### config.mk
export PLATFORM = sky130hd
export DESIGN_NAME = x64_unwind_code_replay_top
export DESIGN_NICKNAME = d
export VERILOG_FILES = /design/src/design/xucr_pkg.sv /design/src/design/x64_unwind_code_replay_top.sv
export SDC_FILE = /design/constraint.sdc
export NUM_CORES = 1
export LEC_CHECK = 0
export BUFFER_PORTS_ARGS = -buffer_cell sky130_fd_sc_hd__buf_4
export CAP_MARGIN = 20
export CELL_PAD_IN_SITES_DETAIL_PLACEMENT = 2
export CELL_PAD_IN_SITES_GLOBAL_PLACEMENT = 2
export CORE_MARGIN = 3
export CORE_UTILIZATION = 33
export CTS_CLUSTER_SIZE = 8
export DETAILED_ROUTE_END_ITERATION = 16
export PLACE_DENSITY = 0.76
export SLEW_MARGIN = 10
export SYNTH_ARGS = -nofsm -noshare
export SYNTH_HDL_FRONTEND = slang
export SYNTH_SLANG_ARGS = --single-unit
### constraint.sdc
create_clock -name clk -period 11 [get_ports clk]
set_input_delay 2.75 -clock clk [delete_from_list [all_inputs] [get_ports clk]]
set_output_delay 2.75 -clock clk [all_outputs]
set_load 0.005 [all_outputs]
### src/design/xucr_pkg.sv
`timescale 1ns / 1ps
`default_nettype none
// ----------------------------------------------------------------------------
// x64 unwind code replay package
// Item and result types, mode, kind, error and unwind op codes.
// ----------------------------------------------------------------------------
package xucr_pkg;

  typedef enum logic [1:0] {
    MODE_BEGIN  = 2'd0,
    MODE_SLOT   = 2'd1,
    MODE_FINISH = 2'd2,
    MODE_NONE   = 2'd3
  } mode_t;

  typedef enum logic [1:0] {
    KIND_RESTORE = 2'd0,
    KIND_DONE    = 2'd1,
    KIND_ERROR   = 2'd2
  } kind_t;

  typedef enum logic [1:0] {
    ERR_NONE      = 2'd0,
    ERR_TRUNCATED = 2'd1,
    ERR_BAD_INFO  = 2'd2,
    ERR_BAD_OP    = 2'd3
  } err_t;

  // Unwind operation codes that the replay understands.
  localparam logic [3:0] OP_PUSH_NONVOL = 4'd0;
  localparam logic [3:0] OP_ALLOC_LARGE = 4'd1;
  localparam logic [3:0] OP_ALLOC_SMALL = 4'd2;
  localparam logic [3:0] OP_SET_FPREG   = 4'd3;

  typedef struct packed {
    logic [1:0]  mode;
    logic [15:0] slot_value;
    logic [63:0] stack_pointer;
    logic [3:0]  frame_register;
    logic [63:0] frame_register_value;
    logic [3:0]  frame_offset;
  } item_t;

  typedef struct packed {
    logic [1:0]  kind;
    logic [3:0]  register_number;
    logic [63:0] address;
    logic [63:0] caller_stack_pointer;
    logic [63:0] establisher_frame;
    logic [1:0]  error_code;
  } result_t;

endpackage : xucr_pkg
`default_nettype wire

### src/design/x64_unwind_code_replay_top.sv
`timescale 1ns / 1ps
`default_nettype none
// ----------------------------------------------------------------------------
// x64 unwind code replay
// Walks one frame's unwind codes and reports register restores and the
// caller frame.
// ----------------------------------------------------------------------------
// A begin item sets the frame base, either from the frame register value less
// sixteen times the frame offset or, with no frame register, from the stack
// pointer. Each slot item then replays one 16-bit unwind code against the
// running walk pointer: a push gives a restore result with the register and
// its stack address, allocations advance the pointer, and large allocations
// consume one or two extension slots. A finish item gives the return-address
// location, the caller stack pointer and the establisher frame. Each item
// gives at most one result. After an error only one error result is given and
// slot and finish items are dropped until the next begin. The block takes one
// item per cycle while its input stage is not held: an item is registered in
// the input register at its transfer, then decoded and applied to the walk
// state, and its result is registered in the output register. The input
// stage holds only while a result is pending in the output register and
// the next staged item also has one to give.
module x64_unwind_code_replay_top
  import xucr_pkg::*;
(
  input  wire logic    clk,
  input  wire logic    rst,
  input  wire logic    item_valid,
  output logic         item_ready,
  input  wire item_t   item,
  output logic         result_valid,
  input  wire logic    result_ready,
  output result_t      result
);

  // Input register.
  logic  stage_valid;
  item_t stage;

  // Walk state.
  logic [63:0] walk_pointer;
  logic [63:0] frame_base;
  logic [1:0]  pending_slots;
  logic        large_unscaled;
  logic [15:0] size_low_half;
  logic        error_seen;

  logic [63:0] walk_pointer_next;
  logic [63:0] frame_base_next;
  logic [1:0]  pending_slots_next;
  logic        large_unscaled_next;
  logic [15:0] size_low_half_next;
  logic        error_seen_next;

  result_t result_next;
  logic    emit;
  logic    advance;

  // Decode of the staged item and the state it leaves behind.
  always_comb begin
    logic [3:0] op;
    logic [3:0] info;
    op   = stage.slot_value[11:8];
    info = stage.slot_value[15:12];

    walk_pointer_next   = walk_pointer;
    frame_base_next     = frame_base;
    pending_slots_next  = pending_slots;
    large_unscaled_next = large_unscaled;
    size_low_half_next  = size_low_half;
    error_seen_next     = error_seen;
    emit                = 1'b0;
    result_next         = '0;

    if (stage.mode == MODE_BEGIN) begin
      if (stage.frame_register != 4'd0) begin
        frame_base_next = stage.frame_register_value - {56'd0, stage.frame_offset, 4'd0};
      end else begin
        frame_base_next = stage.stack_pointer;
      end
      walk_pointer_next   = frame_base_next;
      pending_slots_next  = 2'd0;
      large_unscaled_next = 1'b0;
      size_low_half_next  = 16'd0;
      error_seen_next     = 1'b0;
    end else if (stage.mode == MODE_NONE || error_seen) begin
      // Dropped with no result.
    end else if (stage.mode == MODE_FINISH) begin
      emit = 1'b1;
      if (pending_slots != 2'd0) begin
        error_seen_next        = 1'b1;
        pending_slots_next     = 2'd0;
        result_next.kind       = KIND_ERROR;
        result_next.error_code = ERR_TRUNCATED;
      end else begin
        result_next.kind                 = KIND_DONE;
        result_next.address              = walk_pointer;
        result_next.caller_stack_pointer = walk_pointer + 64'd8;
        result_next.establisher_frame    = frame_base;
      end
    end else if (pending_slots != 2'd0) begin
      // Extension slot of a large allocation.
      if (!large_unscaled) begin
        walk_pointer_next  = walk_pointer + {45'd0, stage.slot_value, 3'd0};
        pending_slots_next = 2'd0;
      end else if (pending_slots[1]) begin
        size_low_half_next = stage.slot_value;
        pending_slots_next = 2'd1;
      end else begin
        walk_pointer_next  = walk_pointer + {32'd0, stage.slot_value, size_low_half};
        pending_slots_next = 2'd0;
      end
    end else begin
      case (op)
        OP_PUSH_NONVOL: begin
          emit                        = 1'b1;
          result_next.kind            = KIND_RESTORE;
          result_next.register_number = info;
          result_next.address         = walk_pointer;
          walk_pointer_next           = walk_pointer + 64'd8;
        end
        OP_ALLOC_LARGE: begin
          if (info == 4'd0) begin
            pending_slots_next  = 2'd1;
            large_unscaled_next = 1'b0;
          end else if (info == 4'd1) begin
            pending_slots_next  = 2'd2;
            large_unscaled_next = 1'b1;
          end else begin
            emit                   = 1'b1;
            error_seen_next        = 1'b1;
            pending_slots_next     = 2'd0;
            result_next.kind       = KIND_ERROR;
            result_next.error_code = ERR_BAD_INFO;
          end
        end
        OP_ALLOC_SMALL: begin
          // Size is (info + 1) * 8.
          walk_pointer_next = walk_pointer + {56'd0, {1'b0, info} + 5'd1, 3'd0};
        end
        OP_SET_FPREG: begin
          // No effect on the walk.
        end
        default: begin
          emit                   = 1'b1;
          error_seen_next        = 1'b1;
          pending_slots_next     = 2'd0;
          result_next.kind       = KIND_ERROR;
          result_next.error_code = ERR_BAD_OP;
        end
      endcase
    end
  end

  // The staged item moves on when its result, if any, has room.
  assign advance    = stage_valid && (!result_valid || result_ready || !emit);
  assign item_ready = !stage_valid || advance;

  always_ff @(posedge clk) begin
    if (rst) begin
      stage_valid <= 1'b0;
    end else if (item_ready) begin
      stage_valid <= item_valid;
    end
    if (item_ready) begin
      stage <= item;
    end
  end

  always_ff @(posedge clk) begin
    if (rst) begin
      walk_pointer   <= 64'd0;
      frame_base     <= 64'd0;
      pending_slots  <= 2'd0;
      large_unscaled <= 1'b0;
      size_low_half  <= 16'd0;
      error_seen     <= 1'b0;
    end else if (advance) begin
      walk_pointer   <= walk_pointer_next;
      frame_base     <= frame_base_next;
      pending_slots  <= pending_slots_next;
      large_unscaled <= large_unscaled_next;
      size_low_half  <= size_low_half_next;
      error_seen     <= error_seen_next;
    end
  end

  always_ff @(posedge clk) begin
    if (rst) begin
      result_valid <= 1'b0;
    end else if (advance && emit) begin
      result_valid <= 1'b1;
    end else if (result_ready) begin
      result_valid <= 1'b0;
    end
    if (advance && emit) begin
      result <= result_next;
    end
  end

  // Only the split 32-bit form ever waits on two extension slots.
  a_pending_range : assert property (@(posedge clk) disable iff (rst)
    pending_slots != 2'd3)
    else $error("pending slot count out of range");

  a_scaled_one_slot : assert property (@(posedge clk) disable iff (rst)
    !large_unscaled |-> pending_slots != 2'd2)
    else $error("scaled large allocation waits on two slots");

  // An error result leaves the walk blocked with nothing pending.
  a_error_blocks : assert property (@(posedge clk) disable iff (rst)
    (advance && emit && result_next.kind == KIND_ERROR)
      |=> (error_seen && pending_slots == 2'd0))
    else $error("error result did not block the walk");

  // While blocked, no further result is produced.
  a_blocked_silent : assert property (@(posedge clk) disable iff (rst)
    (error_seen && stage_valid && stage.mode != MODE_BEGIN) |-> !emit)
    else $error("result produced after an error");

  // A result is never overwritten while it waits.
  a_no_overwrite : assert property (@(posedge clk) disable iff (rst)
    (result_valid && !result_ready) |-> !(advance && emit))
    else $error("pending result overwritten");

endmodule : x64_unwind_code_replay_top
`default_nettype wire

# Word level (Yosys, flattened, before mapping)
# Index checks and enable logic that the tools add are counted.
# word_totals
register_bits	504
latch_bits	0
mem_bits_rw	0
mem_bits_ro	0
inputBits	158
output_inout_bits	202
wordCells	137
n_memories	0
# classes
add_sub_neg	6
n_mul	0
div	0
magnitude_cmp	0
n_eq_ne	16
n_shift	0
n_mux	61
bitwise_logic	2
n_reduce_logical	32
# ops
operator	n
$mux 64	8
$mux 192	1
$pmux 64 s2	1
$mux 16	6
$mux 70	1
$mux 68	1
$add 64x19->64	1
$add 64x32->64	1
$add 64x4->64 const B	1
$add 64x8->64	1
$sub 64x8->64	1
$mux 2	13
$mux 1	25
$ne 4x4->1 const B	3
$pmux 2 s2	3
$reduce_and 6->1	2
$reduce_bool 2->1	6
$eq 4x1->1 const B	2
$eq 4x2->1 const B	2
$logic_not 4->1	2
$reduce_bool 4->1	2
$reduce_and 7->1	1
$ne 2x2->1 const B	3
$ne 3x1->1 const B	2
other kinds (18)	28

# Logic depth before layout (Yosys ltp)
# depth
ltp_word	13
ltp_mapped	13
mapped_depth_nobuf	12

# Worst setup path after synthesis
# OpenSTA, ideal clock, no wires.
# synth_timing
path_type	in2reg
start	in result_ready
end	reg result[0] (netlist bit) (enable)
setup_time_ps	763
arrival_ps	11119
t_required_ps	10237
slack_ps	-882
cell_stages	2
path_buffers	0
path_cell_list	nor2b_1 > nor2_1
# synth_between
elab_chain_len	4
# synth_rtl
item	line	text
start: declaration	x64_unwind_code_replay_top.sv:31	input wire logic result_ready,
$logic_or 1x1->1 (2 in a row)	x64_unwind_code_replay_top.sv:155	assign advance = stage_valid && (!result_valid || result_ready || !emit);
$logic_and 1x1->1	x64_unwind_code_replay_top.sv:155	
$logic_and 1x1->1	x64_unwind_code_replay_top.sv:195	if (advance && emit) begin
end signal: assignment	x64_unwind_code_replay_top.sv:196	result <= result_next;
end: declaration	x64_unwind_code_replay_top.sv:32	output result_t result
# Every way passes these cells.
# A chain may end at the register's enable or synchronous reset.

# Worst setup path in the final report
# layout_timing
start	in result_ready
end	out item_ready
# layout_between
elab_chain_len	4
# layout_rtl
item	line	text
$logic_or 1x1->1 (2 in a row)	x64_unwind_code_replay_top.sv:155	
$logic_and 1x1->1	x64_unwind_code_replay_top.sv:155	
$logic_or 1x1->1	x64_unwind_code_replay_top.sv:156	assign item_ready = !stage_valid || advance;
end: declaration	x64_unwind_code_replay_top.sv:28	output logic item_ready,
# Every way passes these cells.

==> summary.md <==
| Metric | Value |
|---|---|
| Die Span Y | 295 um |
| Number of library cell types mapped by synthesis | 93 |
| HPWL after detailed placement | 91400 um |
| Row count | 105 |
| CP Class | primary input to primary output |
| Post-synth EDFFs | 354 |
| Die Footprint | 0.0869 sq mm |
| Slew @ Worst Pin | between 1000 and 1500 ps |
| Crit-path cells | buf_4 -> nor2b_1 -> inv_1 -> or3_4 -> buf_4 |
| Register Area | 0.0136 sq mm |
| Leak Pwr | 11.9 nW |
| CTS clk-pin slew, worst paths | 50 ps |
| Status | finished clean |
| Mean Syn Cell Area | about 9.7 sq um |
| Max Buffers Root-to-Sink | 3 |
| CP peak stage delay | between 500 and 600 ps |
| Final Hold Fails | 0 |
| Synthesized Nets | 3058 |
| Worst-path fanout max | 27 |
| Fin crit share | between 60% and 70% |
| Area of the multi-input gates | 0.0130 sq mm |
| CTS sink count | approximately 500 |
| GRT overflow | 0 |
| Global-route wire length before repair | roughly 180000 um |
| Worst skew pair latency | 630 ps |
| Detailed-route via count | about 25000 |
| Yosys top cell area share | 38.6% |
| GRT Total Usage | 28.2% |
| Die extent in x | 295 um |
| Crit-path slowest cell | or3_4 |
| Cts repair resizes | 0 |
| Synth area leaders | edfxtp_1 39%, dfxtp_1 11%, nand2_1 3.8%, nor2_1 3.7%, a21oi_1 3.5% |
| Crit path launch type | primary input |
| Synth Register Bits | between 500 and 600 |
| Peak supply drop | 0.116 mV |
| Yosys warns | 0 |
| DR vias/cell | 5.95 |
| Root Driver | clkbuf_16 |
| Seq/Total Area, Yosys | around 50% |
| CORE AREA | between 0.08 and 0.09 sq mm |
| CTS tree | done |
| Initial DRC count | 2157 |
| Period minus WS final | 7030 ps |
| Crit-path most repeated cell | buf_4 |
| Async set or reset register ratio after synthesis | 0% |
| Final setup violation count | 0 |
| RSZ-0062 raised after global routing | false |
| Initial core utilization | 33.4% |
| CP Data Arrival Time | 4280 ps |
| DRC | 0 |
| Initial antenna violation count | 8 |
| Post-Syn Area | 0.0275 sq mm |
| I/O pin count | 360 |
| Vias in the first global route | 27000 |
| Synth area leader | edfxtp_1 |
| Crit end category | primary output |
| Hold WS | 458 ps |
| Largest net degree at the start of global routing | 76 |
| WL/cell | 29.5 um |
| Final Non-Filler Cells | 4247 |
| Drt pass-1 iters | 5 |
| Port bufs | 359 |
| Placed cell count | 4112 |
| Final #Nets | 3343 |
| GPL Wtd Cong | 0.902 |
| Fmax | roughly 140 MHz |
| Rel. slew slack | 18.6% |
| Final Slew Violations | 0 |
| WP data required | 8250 ps |
| Hold WC Path Type | flop to flop |
| # fillers | between 8000 and 9000 |
| Post-CTS Setup Inserts | 0 |
| Setup TNS Final | 0 ps |
| Post-synthesis cell count | 2835 |
| Layout Area Growth over Synthesis | 21.5% |
| WL final | 125000 um |
| Hold Buf Count CTS | 0 |
| Main synth FF type | edfxtp_1 |
| TritonCTS buffer count | 75 |
| CTS H-tree depth | 3 |
| Max-cap violations | 0 |
| Post-layout util | between 40% and 50% |
| Post-route ant nets | 0 |
| Share of post-route cells with drive strength above 1 | between 10% and 20% |
| Clock Skew | 32.0 ps |
| Pwr dens | 144 mW/mm^2 |
-- final timing paths --
path / start / endpoint / slack [ps] / depth (start not counted)
worst max register to register: stage[148]$_DFFE_PP_ / walk_pointer[56]$_SDFFE_PP0P_ / 5970 / 11
worst max-delay path: result_ready / item_ready / 3970 / 5
worst min-delay path: frame_base[56]$_SDFFE_PP0P_ / frame_base[56]$_SDFFE_PP0P_ / 460 / 2
worst min register to register: frame_base[56]$_SDFFE_PP0P_ / frame_base[56]$_SDFFE_PP0P_ / 460 / 2
-- power by group --
group / switching, mW / internal [mW]
clock: 0.906 / 1.32
combinational: 0.250 / 0.151
sequential: 0.0793 / 2.10
total: 1.24 / 3.56
-- metal layers --
metal	track usage (%)	up-vias	wire length, um	part of all wire (%)
li1	-	11100	-	-
met1	39.3	13000	55800	45
met2	45.0	956	57400	46
met3	4.52	202	8260	6.6
met4	8.80	2	3690	2.9
met5	0	-	15	0.012
-- logic make-up after synthesis --
kind of cell | synth area share (%)
xor gates and xnor gates | 5.32
adders and majority gates | 3.07
muxes | 0.923
DFF | 49.6
AOI/OAI and AO/OA | 16.5
and+or+nand+nor | 21.1
buffers and inverters | 3.51
-- synthesized netlist by cell type, types with 46 or more instances --
master and n:
xor2_1 74, o21ai_0 110, edfxtp_1 354, a21oi_1 190, ha_1 61, nand4_1 70
nand3_1 87, xnor2_1 93, nor3_1 73, nor2_1 272, clkbuf_1 170, and2_1 144
nand2_1 277, inv_1 46, dfxtp_1 150, a211oi_1 52
-- cells in the final DEF (no fill, tap or decap), types with 45 or more instances in the layout --
master and n:
buf_4 408, nor3_1 73, and2_1 144, a21oi_1 190, o21ai_0 110, nand3_1 87, dfxtp_1 150, xor2_1 74
inv_1 45, edfxtp_1 354, xnor2_1 93, a211oi_1 51, clkbuf_1 47, ha_1 61, nor2_1 268, clkbuf_16 76
nand2_1 274, nand4_1 70
-- area by class of cell --
cell class | instances | share of cell area, %
Clock inverter | 9 | 0.438
Inverter | 46 | 0.516
Sequential cell | 504 | 40.8
Multi-Input combinational cell | 2084 | 38.9
Antenna cell | 2 | 0.0150
Tap cell | 1070 | 4.00
Clock buffer | 123 | 6.22
Timing Repair Buffer | 409 | 9.18
-- state kept, by name, indices dropped and copies added (netlist names) --
register        flops
frame_base         64
stage_valid         1
stage             154
result            200
size_low_half      16
pending_slots       2
error_seen          1
large_unscaled      1
walk_pointer       64
result_valid        1
-- critical path, delay by kind of cell --
family,cells,cell delay [ps]
AND/OR/NAND/NOR,2,990
buffers and inverters,3,530
-- through the flow --
stage	total power [mW]	instance area (sq um)	setup WS (ps)
floorplan	2.38	27500	2000
global placement	2.58	31200	4060
detailed placement	2.60	31200	4030
CTS	4.84	33400	3960
global route	4.96	33400	3880
finish	4.80	33400	3970
(Power assumes the default switching activity.)
